[config.mk]
export PLATFORM = sky130hd
export DESIGN_NAME = keypad_matrix_scanner
export DESIGN_NICKNAME = d
export VERILOG_FILES = /design/src/rtl/kms_pkg.sv /design/src/rtl/kms_core.sv /design/src/rtl/keypad_matrix_scanner.sv
export VERILOG_INCLUDE_DIRS = /design/src /design/src/rtl
export SDC_FILE = /design/constraint.sdc
export NUM_CORES = 1
export LEC_CHECK = 0
export BUFFER_PORTS_ARGS = -buffer_cell sky130_fd_sc_hd__buf_2
export CORE_MARGIN = 4
export CORE_UTILIZATION = 25
export DETAILED_ROUTE_END_ITERATION = 6
export PLACE_DENSITY = 0.39
export SYNTH_ARGS = -nofsm -noshare
export SYNTH_HDL_FRONTEND = slang
export SYNTH_SLANG_ARGS = --single-unit
export TNS_END_PERCENT = 10
[constraint.sdc]
create_clock -name aclk -period 4.2 [get_ports aclk]
set_input_delay 0.21 -clock aclk [delete_from_list [all_inputs] [get_ports aclk]]
set_output_delay 0.21 -clock aclk [all_outputs]
set_load 0.01 [all_outputs]
[src/rtl/keypad_matrix_scanner_macros.svh]
// Assertion macros for the keypad matrix scanner.
// Included by the top level; no other dependencies.
`ifndef KEYPAD_MATRIX_SCANNER_MACROS_SVH
`define KEYPAD_MATRIX_SCANNER_MACROS_SVH
`ifndef SYNTHESIS
// Antecedent implies consequent in the same cycle
`define KMS_ASSERT_IMP(label, clk, rst_n, ante, cons) \
    label: assert property (@(posedge clk) disable iff (!(rst_n)) (ante) |-> (cons)) \
        else $error("keypad scanner check failed");
// Antecedent implies consequent in the next cycle
`define KMS_ASSERT_NEXT(label, clk, rst_n, ante, cons) \
    label: assert property (@(posedge clk) disable iff (!(rst_n)) (ante) |=> (cons)) \
        else $error("keypad scanner check failed");
`else
`define KMS_ASSERT_IMP(label, clk, rst_n, ante, cons)
`define KMS_ASSERT_NEXT(label, clk, rst_n, ante, cons)
`endif
`endif

[src/rtl/kms_pkg.sv]
// Shared types, constants and helper functions of the keypad matrix scanner.
// No dependencies; used by kms_core and keypad_matrix_scanner.
package kms_pkg;

    // Configuration port
    localparam int CFG_DATA_W  = 24;
    localparam int CFG_INDEX_W = 3;

    localparam logic [CFG_INDEX_W-1:0] REG_NUMBER_MODE  = 3'd0;
    localparam logic [CFG_INDEX_W-1:0] REG_DIGIT_COUNT  = 3'd1;
    localparam logic [CFG_INDEX_W-1:0] REG_SETTLE       = 3'd2;
    localparam logic [CFG_INDEX_W-1:0] REG_RELEASE_POLL = 3'd3;
    localparam logic [CFG_INDEX_W-1:0] REG_IDLE_RETRY   = 3'd4;

    // Register reset values
    localparam logic        NUMBER_MODE_RESET  = 1'b0;
    localparam logic [3:0]  DIGIT_COUNT_RESET  = 4'd4;
    localparam logic [7:0]  SETTLE_RESET       = 8'd25;
    localparam logic [23:0] RELEASE_POLL_RESET = 24'd100000;
    localparam logic [23:0] IDLE_RETRY_RESET   = 24'd50000;

    // Output field widths
    localparam int KEY_INDEX_W = 4;
    localparam int KEY_ASCII_W = 7;
    localparam int NUMBER_W    = 30;

    // Special keys and their characters
    localparam logic [7:0] KEY_STAR = 8'd10;
    localparam logic [7:0] KEY_ZERO = 8'd11;
    localparam logic [7:0] KEY_HASH = 8'd12;
    localparam logic [7:0] KEY_MAX_DIGIT = 8'd9;
    localparam logic [KEY_ASCII_W-1:0] ASCII_ZERO = 7'h30;
    localparam logic [KEY_ASCII_W-1:0] ASCII_STAR = 7'h2A;
    localparam logic [KEY_ASCII_W-1:0] ASCII_HASH = 7'h23;

    localparam logic [3:0] DIGITS_MIN = 4'd1;
    localparam logic [3:0] DIGITS_MAX = 4'd9;

    typedef struct packed {
        logic        number_mode;
        logic [3:0]  digit_count;
        logic [7:0]  settle_ticks;
        logic [23:0] release_poll_ticks;
        logic [23:0] idle_retry_ticks;
    } kms_cfg_t;

    typedef enum logic [2:0] {
        PH_IDLE_SETTLE = 3'd0,
        PH_SCAN_SETTLE = 3'd1,
        PH_REL_SETTLE  = 3'd2,
        PH_REL_POLL    = 3'd3,
        PH_RETRY       = 3'd4
    } kms_phase_t;

    // Clamp the digit count into 1..9
    function automatic logic [3:0] eff_digits(input logic [3:0] cnt);
        logic [3:0] r;
        if (cnt == 4'd0) begin
            r = DIGITS_MIN;
        end else if (cnt > DIGITS_MAX) begin
            r = DIGITS_MAX;
        end else begin
            r = cnt;
        end
        return r;
    endfunction

    // Character for a key position; zero for unknown keys
    function automatic logic [KEY_ASCII_W-1:0] key_ascii(input logic [7:0] k);
        logic [KEY_ASCII_W-1:0] r;
        if (k <= KEY_MAX_DIGIT) begin
            r = ASCII_ZERO + KEY_ASCII_W'(k);
        end else if (k == KEY_STAR) begin
            r = ASCII_STAR;
        end else if (k == KEY_ZERO) begin
            r = ASCII_ZERO;
        end else if (k == KEY_HASH) begin
            r = ASCII_HASH;
        end else begin
            r = '0;
        end
        return r;
    endfunction

endpackage

[src/rtl/kms_core.sv]
// Scan sequencer of the keypad matrix scanner: phase FSM, wait counter,
// key decode and number accumulation. Depends on kms_pkg.
module kms_core #(
    parameter int NUM_COLS   = 3,
    parameter int NUM_ROWS   = 4,
    parameter int WAIT_WIDTH = 24
) (
    input  logic                                aclk,
    input  logic                                aresetn,
    input  kms_pkg::kms_cfg_t                   cfg,
    input  logic                                digit_reload,
    input  logic [3:0]                          digit_reload_count,
    input  logic                                advance,
    input  logic [NUM_ROWS-1:0]                 rows,
    output logic [NUM_COLS-1:0]                 col_drive,
    output logic                                key_valid,
    output logic [kms_pkg::KEY_INDEX_W-1:0]     key_index,
    output logic [kms_pkg::KEY_ASCII_W-1:0]     key_ascii,
    output logic                                number_valid,
    output logic [kms_pkg::NUMBER_W-1:0]        number_value
);

    localparam int COL_W = (NUM_COLS > 1) ? $clog2(NUM_COLS) : 1;
    localparam int ROW_W = (NUM_ROWS > 1) ? $clog2(NUM_ROWS) : 1;
    localparam int KEY_W = $clog2(NUM_ROWS * NUM_COLS + 1);
    localparam int NW    = kms_pkg::NUMBER_W;

    // Wait load: truncate to the counter, zero counts as one
    function automatic logic [WAIT_WIDTH-1:0] load_wait(
        input logic [kms_pkg::CFG_DATA_W-1:0] v
    );
        logic [WAIT_WIDTH-1:0] t;
        t = WAIT_WIDTH'(v);
        return (t == '0) ? WAIT_WIDTH'(1) : t;
    endfunction

    kms_pkg::kms_phase_t   phase_reg, phase_next;
    logic [COL_W-1:0]      scan_column_reg, scan_column_next;
    logic [WAIT_WIDTH-1:0] wait_count_reg, wait_count_next;
    logic [KEY_W-1:0]      held_key_reg, held_key_next;
    logic [NW-1:0]         number_acc_reg, number_acc_next;
    logic [3:0]            digits_left_reg, digits_left_next;

    logic [ROW_W-1:0]      first_row;
    logic [KEY_W-1:0]      hit_key;
    logic [7:0]            key_wide;
    logic                  expired;
    logic                  report;
    logic                  is_digit;
    logic [3:0]            digit_val;
    logic [NW-1:0]         acc_times_ten;

    // Lowest set row wins
    always_comb begin
        first_row = '0;
        for (int r = NUM_ROWS - 1; r >= 0; r--) begin
            if (rows[r]) begin
                first_row = ROW_W'(r);
            end
        end
    end

    assign hit_key = KEY_W'(int'(first_row) * NUM_COLS + int'(scan_column_reg) + 1);

    // Held key as a digit
    assign key_wide      = 8'(held_key_reg);
    assign is_digit      = (key_wide <= kms_pkg::KEY_MAX_DIGIT) ||
                           (key_wide == kms_pkg::KEY_ZERO);
    assign digit_val     = (key_wide == kms_pkg::KEY_ZERO) ? 4'd0 : key_wide[3:0];
    assign acc_times_ten = (number_acc_reg << 3) + (number_acc_reg << 1) + NW'(digit_val);

    assign expired = (wait_count_reg <= WAIT_WIDTH'(1));

    // Next state and this tick's outputs
    always_comb begin
        phase_next       = phase_reg;
        scan_column_next = scan_column_reg;
        wait_count_next  = wait_count_reg;
        held_key_next    = held_key_reg;
        number_acc_next  = number_acc_reg;
        digits_left_next = digits_left_reg;
        report           = 1'b0;
        key_valid        = 1'b0;
        key_index        = '0;
        key_ascii        = '0;
        number_valid     = 1'b0;
        number_value     = '0;

        col_drive = '1;
        if (phase_reg == kms_pkg::PH_SCAN_SETTLE) begin
            col_drive = NUM_COLS'(1) << scan_column_reg;
        end

        if (!expired) begin
            wait_count_next = wait_count_reg - WAIT_WIDTH'(1);
        end else begin
            case (phase_reg)
                kms_pkg::PH_IDLE_SETTLE: begin
                    if (rows != '0) begin
                        phase_next       = kms_pkg::PH_SCAN_SETTLE;
                        scan_column_next = '0;
                        wait_count_next  = load_wait(24'(cfg.settle_ticks));
                    end else begin
                        phase_next      = kms_pkg::PH_RETRY;
                        wait_count_next = load_wait(cfg.idle_retry_ticks);
                    end
                end
                kms_pkg::PH_SCAN_SETTLE: begin
                    if (rows != '0) begin
                        held_key_next   = hit_key;
                        phase_next      = kms_pkg::PH_REL_SETTLE;
                        wait_count_next = load_wait(24'(cfg.settle_ticks));
                    end else if (int'(scan_column_reg) + 1 < NUM_COLS) begin
                        scan_column_next = scan_column_reg + COL_W'(1);
                        wait_count_next  = load_wait(24'(cfg.settle_ticks));
                    end else begin
                        phase_next      = kms_pkg::PH_RETRY;
                        wait_count_next = load_wait(cfg.idle_retry_ticks);
                    end
                end
                kms_pkg::PH_REL_SETTLE, kms_pkg::PH_REL_POLL: begin
                    if (rows == '0) begin
                        report = 1'b1;
                    end else begin
                        phase_next      = kms_pkg::PH_REL_POLL;
                        wait_count_next = load_wait(cfg.release_poll_ticks);
                    end
                end
                default: begin
                    phase_next      = kms_pkg::PH_IDLE_SETTLE;
                    wait_count_next = load_wait(24'(cfg.settle_ticks));
                end
            endcase
        end

        // Key release: report the key or fold it into the number
        if (report) begin
            if (!cfg.number_mode) begin
                key_valid = 1'b1;
                key_index = key_wide[kms_pkg::KEY_INDEX_W-1:0];
                key_ascii = kms_pkg::key_ascii(key_wide);
            end else if (is_digit) begin
                number_acc_next = acc_times_ten;
                if (digits_left_reg > 4'd1) begin
                    digits_left_next = digits_left_reg - 4'd1;
                end else begin
                    number_valid     = 1'b1;
                    number_value     = acc_times_ten;
                    number_acc_next  = '0;
                    digits_left_next = kms_pkg::eff_digits(cfg.digit_count);
                end
            end
            held_key_next    = '0;
            scan_column_next = '0;
            phase_next       = kms_pkg::PH_IDLE_SETTLE;
            wait_count_next  = load_wait(24'(cfg.settle_ticks));
        end
    end

    // State registers
    always_ff @(posedge aclk) begin
        if (!aresetn) begin
            phase_reg       <= kms_pkg::PH_IDLE_SETTLE;
            scan_column_reg <= '0;
            wait_count_reg  <= load_wait(24'(kms_pkg::SETTLE_RESET));
            held_key_reg    <= '0;
            number_acc_reg  <= '0;
            digits_left_reg <= kms_pkg::eff_digits(kms_pkg::DIGIT_COUNT_RESET);
        end else if (digit_reload) begin
            number_acc_reg  <= '0;
            digits_left_reg <= kms_pkg::eff_digits(digit_reload_count);
        end else if (advance) begin
            phase_reg       <= phase_next;
            scan_column_reg <= scan_column_next;
            wait_count_reg  <= wait_count_next;
            held_key_reg    <= held_key_next;
            number_acc_reg  <= number_acc_next;
            digits_left_reg <= digits_left_next;
        end
    end

endmodule

[src/rtl/keypad_matrix_scanner.sv]
// Keypad matrix scanner top level: configuration registers, scan sequencer
// and output register. Depends on kms_pkg, kms_core and the macros header.
//
// Usage: each transaction on the s_ channel is one tick carrying the sampled
// row lines; each tick yields exactly one transaction on the m_ channel with
// the column drive for that tick and, on a key release, the key report or a
// completed number. Configuration is written through cfg_wr_en, cfg_index and
// cfg_wdata while no tick is in flight.
// m_tvalid rises the cycle after s_ acceptance. Throughput: one tick per cycle
// unless the receiver stalls; the sequencer is a single registered pass with
// one wait counter. A new tick is taken while the previous result is being
// taken, so the output register is the only buffer between the two sides.
// Reset (aresetn low, synchronous) loads the register defaults, puts the
// sequencer in the idle settle phase and empties the output register.
// When the receiver stalls, the result holds and s_tready drops until the
// result is taken; the scan state only advances on accepted ticks.
`include "keypad_matrix_scanner_macros.svh"

module keypad_matrix_scanner #(
    parameter int NUM_COLS   = 3,
    parameter int NUM_ROWS   = 4,
    parameter int WAIT_WIDTH = 24,
    localparam int S_DATA_W  = ((NUM_ROWS + 7) / 8) * 8,
    localparam int M_DATA_W  = ((NUM_COLS + 41 + 7) / 8) * 8
) (
    input  logic                               aclk,
    input  logic                               aresetn,
    // Configuration write port
    input  logic                               cfg_wr_en,
    input  logic [kms_pkg::CFG_INDEX_W-1:0]    cfg_index,
    input  logic [kms_pkg::CFG_DATA_W-1:0]     cfg_wdata,
    // Row sample input
    input  logic                               s_tvalid,
    output logic                               s_tready,
    input  logic [S_DATA_W-1:0]                s_tdata,   // row_sense
    // Result output
    output logic                               m_tvalid,
    input  logic                               m_tready,
    output logic [M_DATA_W-1:0]                m_tdata,   // col_drive, key_index,
                                                          // key_ascii, number_value
    output logic [1:0]                         m_tuser    // key_valid, number_valid
);

    kms_pkg::kms_cfg_t cfg_reg;

    logic                               s_accept;
    logic                               digit_reload;
    logic [NUM_COLS-1:0]                col_drive_next;
    logic                               key_valid_next;
    logic [kms_pkg::KEY_INDEX_W-1:0]    key_index_next;
    logic [kms_pkg::KEY_ASCII_W-1:0]    key_ascii_next;
    logic                               number_valid_next;
    logic [kms_pkg::NUMBER_W-1:0]       number_value_next;

    logic                               m_tvalid_reg;
    logic [NUM_COLS-1:0]                col_drive_reg;
    logic                               key_valid_reg;
    logic [kms_pkg::KEY_INDEX_W-1:0]    key_index_reg;
    logic [kms_pkg::KEY_ASCII_W-1:0]    key_ascii_reg;
    logic                               number_valid_reg;
    logic [kms_pkg::NUMBER_W-1:0]       number_value_reg;

    // Handshake: take a tick whenever the output register frees up
    assign s_tready     = !m_tvalid_reg || m_tready;
    assign s_accept     = s_tvalid && s_tready;
    assign digit_reload = cfg_wr_en && (cfg_index == kms_pkg::REG_DIGIT_COUNT);

    // Configuration registers
    always_ff @(posedge aclk) begin
        if (!aresetn) begin
            cfg_reg.number_mode        <= kms_pkg::NUMBER_MODE_RESET;
            cfg_reg.digit_count        <= kms_pkg::DIGIT_COUNT_RESET;
            cfg_reg.settle_ticks       <= kms_pkg::SETTLE_RESET;
            cfg_reg.release_poll_ticks <= kms_pkg::RELEASE_POLL_RESET;
            cfg_reg.idle_retry_ticks   <= kms_pkg::IDLE_RETRY_RESET;
        end else if (cfg_wr_en) begin
            case (cfg_index)
                kms_pkg::REG_NUMBER_MODE:  cfg_reg.number_mode        <= cfg_wdata[0];
                kms_pkg::REG_DIGIT_COUNT:  cfg_reg.digit_count        <= cfg_wdata[3:0];
                kms_pkg::REG_SETTLE:       cfg_reg.settle_ticks       <= cfg_wdata[7:0];
                kms_pkg::REG_RELEASE_POLL: cfg_reg.release_poll_ticks <= cfg_wdata;
                kms_pkg::REG_IDLE_RETRY:   cfg_reg.idle_retry_ticks   <= cfg_wdata;
                default: ;
            endcase
        end
    end

    kms_core #(
        .NUM_COLS   (NUM_COLS),
        .NUM_ROWS   (NUM_ROWS),
        .WAIT_WIDTH (WAIT_WIDTH)
    ) u_core (
        .aclk               (aclk),
        .aresetn            (aresetn),
        .cfg                (cfg_reg),
        .digit_reload       (digit_reload),
        .digit_reload_count (cfg_wdata[3:0]),
        .advance            (s_accept),
        .rows               (s_tdata[NUM_ROWS-1:0]),
        .col_drive          (col_drive_next),
        .key_valid          (key_valid_next),
        .key_index          (key_index_next),
        .key_ascii          (key_ascii_next),
        .number_valid       (number_valid_next),
        .number_value       (number_value_next)
    );

    // Output valid
    always_ff @(posedge aclk) begin
        if (!aresetn) begin
            m_tvalid_reg <= 1'b0;
        end else if (s_accept) begin
            m_tvalid_reg <= 1'b1;
        end else if (m_tready) begin
            m_tvalid_reg <= 1'b0;
        end
    end

    // Output payload
    always_ff @(posedge aclk) begin
        if (s_accept) begin
            col_drive_reg    <= col_drive_next;
            key_valid_reg    <= key_valid_next;
            key_index_reg    <= key_index_next;
            key_ascii_reg    <= key_ascii_next;
            number_valid_reg <= number_valid_next;
            number_value_reg <= number_value_next;
        end
    end

    assign m_tvalid = m_tvalid_reg;
    assign m_tdata  = M_DATA_W'({number_value_reg, key_ascii_reg, key_index_reg,
                                 col_drive_reg});
    assign m_tuser  = {number_valid_reg, key_valid_reg};

    // Checks
    `KMS_ASSERT_NEXT(a_accept_gives_result, aclk, aresetn, s_accept, m_tvalid_reg)
    `KMS_ASSERT_IMP(a_one_report_kind, aclk, aresetn, m_tvalid_reg, !(key_valid_reg && number_valid_reg))
    `KMS_ASSERT_IMP(a_report_drives_all, aclk, aresetn, m_tvalid_reg && (key_valid_reg || number_valid_reg), col_drive_reg == {NUM_COLS{1'b1}})
    `KMS_ASSERT_IMP(a_key_only_in_key_mode, aclk, aresetn, m_tvalid_reg && key_valid_reg, !cfg_reg.number_mode)

endmodule
# [After elaboration in Yosys (flattened, before gate mapping)]
# Cells that the tools add are included.
[word_totals] regBits=174 output_inout_bits=52
[classes] addsub=9 multipliers=1 n_lt_le_gt_ge=6 n_eq_ne=16 n_shift=1 muxes=54 bitwise_logic=5 n_reduce_logical=39
[ops] cell="$mux W24" n=8
[ops] cell="$pmux W24 S3" n=1
[ops] cell="$mux W4" n=15
[ops] cell="$logic_not A24 Y1" n=2
[ops] cell="$lt A32 B3 Y1 const B" n=1
[ops] cell="$add A30 B30 Y30" n=1
[ops] cell="$add A30 B4 Y30" n=1
[ops] cell="$mux W29" n=1
[ops] cell="$le A24 B1 Y1 const B" n=1
[ops] cell="$sub A24 B1 Y24 const B" n=1
[ops] cell="$mux W7" n=3
[ops] cell="$mux W2" n=9
[ops] cell="$mux W3" n=6
[ops] cell="$reduce_bool A2 Y1" n=8
[ops] cell="$eq A3 B2 Y1 const B" n=4
[ops] cell="$eq A4 B4 Y1 const B" n=3
[ops] cell="$logic_not A4 Y1" n=3
[ops] cell="$reduce_and A2 Y1" n=5
[ops] cell="$reduce_and A5 Y1" n=2
[ops] cell="$ne A3 B2 Y1 const B" n=3
[ops] cell="$pmux W3 S3" n=1
[ops] cell="$gt A4 B4 Y1 const B" n=2
[ops] cell="$logic_not A8 Y1" n=1
[ops] cell="$mux W8" n=1
[ops] cell="other kinds (30)" n=48

# [Depth between registers and ports, before layout]
# Gate-level depths: netlist of run 1.
[depth] ltp_word=11 mapped_depth=15

# [Modules after synthesis]
# A second synthesis of run 1 with hierarchy kept.
[hier_totals] hier_cells=1132 hier_area_um2=10152.2
[modules_own_cells] module="kms_core" n_inst=1 cells_per_inst=830 area_each_um2=6233.5 seq_area_each_um2=1321.3
[modules_own_cells] module="keypad_matrix_scanner" n_inst=1 cells_per_inst=302 area_each_um2=3918.8 seq_area_each_um2=2622.5

# [Worst setup path before layout of run 1]
# No wires, ideal clock.
[synth_timing] path_type="reg2reg" startpoint="register u_core.held_key_reg[2]" endpoint="register u_core.number_acc_reg[25]" setup_time_ps=70 arrival_time_ps=3352 setup_slack_ps=778 stages_incl_launch_ff=16 cell_sequence="dfxtp_1 -> clkbuf_1 -> nor2b_1 -> nand2_1 -> nand2_1 -> fa_1 -> inv_1 -> ha_1 -> a211oi_1 -> o21ai_0 -> and3_1 -> o211a_1 -> o32a_1 -> xnor2_1 -> or3_1 -> a21oi_1"
[synth_between] elab_chain_cells=4 elab_cells_between_ends=7 classes_between="add/sub (1); order compare (1); eq/ne (1); mux (2); reduce/logical (2)"
[synth_lines] item="start, declared" line="kms_core.sv:40" rtl="logic [KEY_W-1:0] held_key_reg, held_key_next;"
[synth_lines] item="start signal, assigned" line="kms_core.sv:176" rtl="held_key_reg <= held_key_next;"
[synth_lines] item="$eq A4 B4 Y1" line="kms_core.sv:68, kms_core.sv:69"
[synth_lines] item="$mux W4" line="kms_core.sv:69" rtl="assign digit_val = (key_wide == kms_pkg::KEY_ZERO) ? 4'd0 : key_wide[3:0];"
[synth_lines] item="$add A30 B4 Y30" line="kms_core.sv:70" rtl="assign acc_times_ten = (number_acc_reg << 3) + (number_acc_reg << 1) + NW'(digit_val);"
[synth_lines] item="$mux W29" line="kms_core.sv:144" rtl="if (digits_left_reg > 4'd1) begin"
[synth_lines] item="end signal, assigned" line="kms_core.sv:177" rtl="number_acc_reg <= number_acc_next;"
[synth_lines] item="end, declared" line="kms_core.sv:41" rtl="logic [NW-1:0] number_acc_reg, number_acc_next;"
# Parallel ways exist; a longest one is shown, timed or not.
# A chain may end at the register's enable or synchronous reset.

# [Worst setup path in the final report of run 1]
[layout_timing] startpoint="register u_core.held_key_reg[1]" endpoint="register number_value_reg[27] (netlist bit), data pin"
[layout_between] elab_chain_cells=4 elab_cells_between_ends=7 classes_between="add/sub (1); order compare (1); eq/ne (1); mux (1); bitwise (1); reduce/logical (2)"
[layout_lines] item="branches (longest 4 deep; another with $add A30 B4 Y30)"
[layout_lines] item="end signal, assigned" line="keypad_matrix_scanner.sv:127" rtl="number_value_reg <= number_value_next;"
[layout_lines] item="end, declared" line="keypad_matrix_scanner.sv:61" rtl="logic [kms_pkg::NUMBER_W-1:0] number_value_reg;"
# Parallel ways; which one is timed is not known.

==> impl_metrics.tcl, run 1 <==
set metrics [dict create \
    status "completed" \
    avgSynthCellArea_um2 8.406 \
    fillers 4219 \
    clk_pin_slew_ns 0.07 \
    nNetsFinal 1362 \
    die_w_um 207.3 \
    finish.instance_area_mm2 0.01164 \
    cts-htree-levels 4 \
    first_iter_violations 468 \
    yosys_warnings 0 \
    die_area_mm2 0.04296 \
    arrival_ns 3.90 \
    synth_area_mm2 0.009927 \
    cts_tree "yes" \
    grt_pass1_wl_mm 50.11 \
    synth_ff_type "dfxtp_1" \
    die_h_um 207.3 \
    relSlewSlack_pct 25.95 \
    largest_reg_flops 61 \
    areaGrowthSynthToFinish_pct 17.29 \
    fmax_mhz 266.7 \
    rr_endpoint "number_value_reg[27]" \
    cap_viol_max_count 0 \
    ir_worst_vdd_mv 0.2865 \
    finalSetupViolCount 0 \
    r2r_slack_ns 0.45 \
    clock_latency_ns 0.45 \
    dpl_cell_area_mm2 0.01090 \
    core_area_mm2 0.03892 \
    met3WireLength_mm 1.061 \
    tightest_slew_ns 1.108 \
    power_density_mw_per_mm2 312.9 \
    yosys.area.top_type "dfxtp_1" \
    initial_core_util_pct 25.51 \
    synth_async_sr_flop_share_pct 0 \
    synth_commonest_cells "nand2_1 (189), dfxtp_1 (128), nor2_1 (92)" \
    synth-seq-cells 173 \
    period_needed_ns 3.749 \
    crit_type "register to register" \
    first_pass_iters 5 \
    synth_top_area_share_pct 25.81 \
    num_vias 8613 \
    startpoint_type "register" \
    antenna_found_initial 0 \
    min_from "cfg_wdata[21]" \
    met2_wirelength_mm 13.37 \
    synth_edf_count 45 \
    grt_max_degree 46 \
    rsz0062_at_grt "no" \
    clock_path_buffers 2 \
    ys_seq_area_share_pct 39.43 \
    numCtsBuffers 17 \
    rows 72 \
    synth_cells 1181 \
    worst_ep_required_time_ns 4.35 \
    reg2regPathDepth 14 \
    crit_fanout 4 \
    vias_per_cell 4.828 \
    tns_ns 0 \
    ant_nets 0 \
    report.final.hold_viol_count 0 \
    leakage_nw 4.619 \
    remaining_drc_errors 0 \
    wl_met1_mm 15.94 \
    synth.distinct_cells 72 \
    place.port_buffers 82 \
    clock-sinks 173 \
    synthTopCellsByArea "dfxtp_1 (26%), edfxtp_1 (14%), ha_1 (8.2%)" \
    cts_root_buf "clkbuf_16" \
    drt_wl_total_mm 30.79 \
    end_kind "register" \
    whs_path_depth 3 \
    hold_path_class "primary input to register" \
    grt_pass1_vias 8553 \
    synth_most_common_cell "nand2_1" \
    grt_overflow 0 \
    report.final.slew_viol_count 0 \
    track_usage_pct 14.44 \
    drt-wirelength-per-cell_um 17.26 \
    dp_hpwl_mm 22.48 \
    post_cts_buffers 0 \
    ios 92 \
    rr_startpoint "u_core.held_key_reg[1]" \
    gp_congestion 0.7976 \
    highest_layer "met4" \
    fin_crit_sh_pct 89.27 \
    n_antenna_cell 0 \
    drive_gt1_share_pct 12.80 \
    whs_endpoint "cfg_reg[45]" \
    fin_skew_ns 0.01222 \
]
==> worst max-delay path by stage <==
stage,startpoint,end,depth (start not counted)
floorplan,u_core.held_key_reg[2],u_core.number_acc_reg[25],15
finish,u_core.held_key_reg[1],number_value_reg[27],14
CTS,u_core.held_key_reg[1],number_value_reg[27],14
detailed placement,u_core.held_key_reg[1],number_value_reg[27],14
global placement,u_core.held_key_reg[1],number_value_reg[27],14
global route,u_core.held_key_reg[3],number_value_reg[27],12
==> stage by stage <==
| stage | total power [mW] | hold slack [ns] | worst slack [ns] | std cells | utilization, % |
|---|---|---|---|---|---|
| after floorplan | 1.932 | 0.3340 | 0.7778 | 1185 | - |
| after global placement | 2.032 | 0.4382 | 0.4845 | 1738 | 28.01 |
| after detailed placement | 2.033 | 0.4415 | 0.4262 | 1738 | 28.01 |
| after CTS | 3.716 | 0.003500 | 0.3958 | 1784 | 29.92 |
| after global routing | 3.811 | 0.02345 | 0.07596 | 1784 | 29.92 |
| final | 3.643 | 0.02743 | 0.4506 | 1784 | 29.92 |
==> power by group <==
group / internal [mW] / total (mW) / switching [mW]
Combinational: 0.0837 / 0.231 / 0.147
Sequential: 1.74 / 1.77 / 0.0231
Clock: 0.853 / 1.64 / 0.791
Total: 2.68 / 3.64 / 0.962
==> per-layer routing <==
metal | global-route usage (%) | vias to the layer above
met5 | 0 | -
met4 | 3.967 | 0
met3 | 2.388 | 22
met2 | 22.05 | 164
met1 | 21.11 | 4050
li1 | - | 4377
==> worst max-delay path, cell delays in order (launching register included) <==
cell      delay [ns]
dfxtp_1         0.31
nor2b_1         0.14
nand2_1         0.06
nand2_1         0.08
fa_1            0.55
inv_1           0.06
ha_1            0.30
a211oi_1        0.27
o21ai_0         0.21
and3_1          0.23
o21ai_0         0.34
a21oi_1         0.19
a211oi_1        0.47
xor2_1          0.18
nor2_1          0.06
==> cells by family after synthesis <==
kind of cell | synth area share, %
flops | 39.43
buf+inv | 4.399
fa+ha+maj | 8.999
simple gates | 23.53
compound gates | 20.03
other cells | 0.03778
xor+xnor | 2.470
mux | 1.109
==> placed cells by master, fill, tap and decap left out, types with 8 or more instances in the layout <==
cell and instances:
buf_2 82, a31oi_1 10, and2_1 16, or3_1 10
dlygate4sd3_1 14, a21oi_1 77, a21boi_0 56, a21o_1 14
or4_1 8, xnor2_1 18, dfxtp_1 128, clkbuf_16 17
o211ai_1 13, buf_4 26, nor2_1 92, nand2_1 189
nor4_1 25, nor2b_1 15, a22o_1 22, o21ai_0 45
o21a_1 8, or2_2 9, inv_1 34, and3_1 9
nand3_1 47, xor2_1 10, ha_1 65, edfxtp_1 45
mux2i_1 11, nor3_1 39
==> layout make-up <==
type,count,area [um2],share of cell area (%)
Sequential cell,173,3914,33.61
Clock inverter,15,176.4,1.515
Multi-Input combinational cell,904,5603,48.12
Tap cell,518,648.1,5.566
Inverter,35,131.4,1.128
Timing Repair Buffer,122,745.7,6.404
Clock buffer,17,425.4,3.654
==> timing repair <==
action                    4_1_cts  5_1_grt
resized for setup               0        0
hold buffers                   14        0
hold endpoints to repair       23        0
Power figures use the tool's default switching activity.
==> inputs of run 2 (changes only) <==
--- a/config.mk
+++ b/config.mk
@@ -10,6 +10,7 @@
 export CORE_MARGIN = 4
 export CORE_UTILIZATION = 25
 export DETAILED_ROUTE_END_ITERATION = 6
+export MAX_ROUTING_LAYER = met4
 export PLACE_DENSITY = 0.39
 export SYNTH_ARGS = -nofsm -noshare
 export SYNTH_HDL_FRONTEND = slang
==> impl_metrics.tcl, run 2 (synthesized netlist as in run 1, its figures left out) <==
set metrics [dict create \
    status "completed" \
    report.final.hold_viol_count 0 \
    met2_wirelength_mm 13.41 \
    first_pass_iters 5 \
    period_needed_ns 3.750 \
    antenna_found_initial 0 \
    die_area_mm2 0.04296 \
    highest_layer "met4" \
    path_delay_family "compound AO/OA/AOI/OAI gates" \
    clk_pin_slew_ns 0.08 \
    cts_tree "yes" \
    rsz0062_at_grt "no" \
    power.clock.fraction_pct 45.2 \
    drive_gt1_share_pct 12.80 \
    grt_pass1_wl_mm 50.11 \
    relSlewSlack_pct 25.11 \
    rr_startpoint "u_core.held_key_reg[1]" \
    post-place-ws_ns 0.4262 \
    reg2regPathDepth 14 \
    tightest_slew_ns 1.120 \
    dp_hpwl_mm 22.48 \
    gp_congestion 0.8090 \
    cts_resized 0 \
    clock_latency_ns 0.45 \
    layout_commonest_cell "nand2_1" \
    first_iter_violations 377 \
    clock_path_buffers 2 \
    ios 92 \
    largest_reg_flops 61 \
    endpoint "number_value_reg[27]" \
    cts-htree-levels 4 \
    met3WireLength_mm 1.046 \
    total_power_mw 3.649 \
    die_h_um 207.3 \
    hold_path_class "primary input to register" \
    slowest_stage "fa_1" \
    worstSetupStartpoint "u_core.held_key_reg[1]" \
    p_sw_share_pct 26.52 \
    power_density_mw_per_mm2 313.4 \
    drt-wirelength-per-cell_um 17.27 \
    crit_type "register to register" \
    ant_nets 0 \
    wl_met1_mm 15.94 \
    crit_cells 14 \
    ir_worst_vdd_mv 0.2866 \
    tns_ns 0 \
    leakage_nw 4.619 \
    drt_wl_total_mm 30.82 \
    cts_root_buf "clkbuf_16" \
    nNetsFinal 1362 \
    track_usage_pct 14.86 \
    n_antenna_cell 0 \
    areaGrowthSynthToFinish_pct 17.29 \
    core_area_mm2 0.03892 \
    arrival_ns 3.90 \
    fin_ws_ns 0.4502 \
    finalSetupViolCount 0 \
    crit_chain "nor2b_1, nand2_1, nand2_1, fa_1, inv_1, ha_1, a211oi_1, o21ai_0, and3_1, o21ai_0, a21oi_1, a211oi_1, xor2_1, nor2_1" \
    fin_crit_sh_pct 89.28 \
    cp_num_buf_inv 1 \
    clock-sinks 173 \
    crit_fanout 4 \
    layout_common_cells "nand2_1 (189), dfxtp_1 (128), nor2_1 (92)" \
    end_kind "register" \
    vias_per_cell 4.839 \
    initial_core_util_pct 25.51 \
    startpoint_type "register" \
    cell_internal_pwr_mw 2.681 \
    numCtsBuffers 17 \
    rows 72 \
    grt_overflow 0 \
    rr_endpoint "number_value_reg[27]" \
    final_util_pct 29.92 \
    max_stage_delay_ns 0.55 \
    die_w_um 207.3 \
    fin_skew_ns 0.01278 \
    comb_power_share_pct 6.3 \
    r2r_slack_ns 0.45 \
    p_sw_mw 0.9679 \
    remaining_drc_errors 0 \
    place.port_buffers 82 \
    grt_pass1_vias 8543 \
    seqPwrFrac_pct 48.4 \
    num_vias 8633 \
    report.final.slew_viol_count 0 \
    grt_max_degree 46 \
    worst_ep_required_time_ns 4.35 \
    cap_viol_max_count 0 \
    fmax_mhz 266.7 \
]
run 2: cell counts in the layout (fill, tap and decap cells not counted):
No cell type changed its count.
run 2: worst min-delay path by stage:
| stage | start | endpoint | slack [ns] | cells past startpoint |
|---|---|---|---|---|
| finish | cfg_wdata[21] | cfg_reg[45] | 0.02 | 3 |
| global route | cfg_wdata[21] | cfg_reg[45] | 0.02 | 3 |
| CTS | cfg_wdata[21] | cfg_reg[45] | 0.003 | 3 |
| detailed placement | cfg_wdata[14] | cfg_reg[14] | 0.44 | 3 |
| global placement | cfg_wdata[15] | cfg_reg[39] | 0.44 | 3 |
| floorplan | cfg_wdata[5] | cfg_reg[29] | 0.33 | 2 |
run 2: metrics by stage:
stage	std cells	instance area, um2	hold WS (ns)
floorplan	1185	9942	0.3340
global placement	1738	10900	0.4382
finish	1784	11640	0.02430
CTS	1784	11640	0.003500
detailed placement	1738	10900	0.4415
global route	1784	11640	0.02351
run 2: timing repair:
item                                    4_1_cts  5_1_grt
hold buffers                                 14        0
endpoints found under the setup margin        0        0
buffers inserted                              0        0
endpoints found under the hold margin        23        0
run 2: power groups by stage:
stage | Combinational [mW] | Sequential [mW] | Clock, mW
6_report | 0.231 | 1.77 | 1.65
5_1_grt | 0.259 | 1.77 | 1.78
4_1_cts | 0.237 | 1.77 | 1.71
3_5_place_dp | 0.226 | 1.81 | 0
3_3_place_gp | 0.226 | 1.81 | 0
2_1_floorplan | 0.121 | 1.81 | 0
run 2: metal layers:
| layer | track usage, % | vias up |
|---|---|---|
| met2 | 22.05 | 154 |
| met4 | 3.967 | 0 |
| met3 | 2.373 | 21 |
| li1 | - | 4383 |
| met1 | 21.11 | 4075 |
| met5 | - | - |
run 2: layout make-up:
| type | instances | area, um2 |
|---|---|---|
| clock inverters | 15 | 176.4 |
| fillers | 4219 | 27270 |
| inverters | 35 | 131.4 |
| well taps | 518 | 648.1 |
| clock buffers | 17 | 425.4 |
| multi-input cells | 904 | 5603 |
| flip-flops and latches | 173 | 3914 |
| repair buffers | 122 | 745.7 |
run 2: worst reg2reg max path: stages (launching register included):
cell and delay [ns]:
dfxtp_1 0.31, nor2b_1 0.14, nand2_1 0.06, nand2_1 0.08, fa_1 0.55, inv_1 0.06, ha_1 0.30, a211oi_1 0.27
o21ai_0 0.21, and3_1 0.24, o21ai_0 0.34, a21oi_1 0.19, a211oi_1 0.47, xor2_1 0.18, nor2_1 0.06
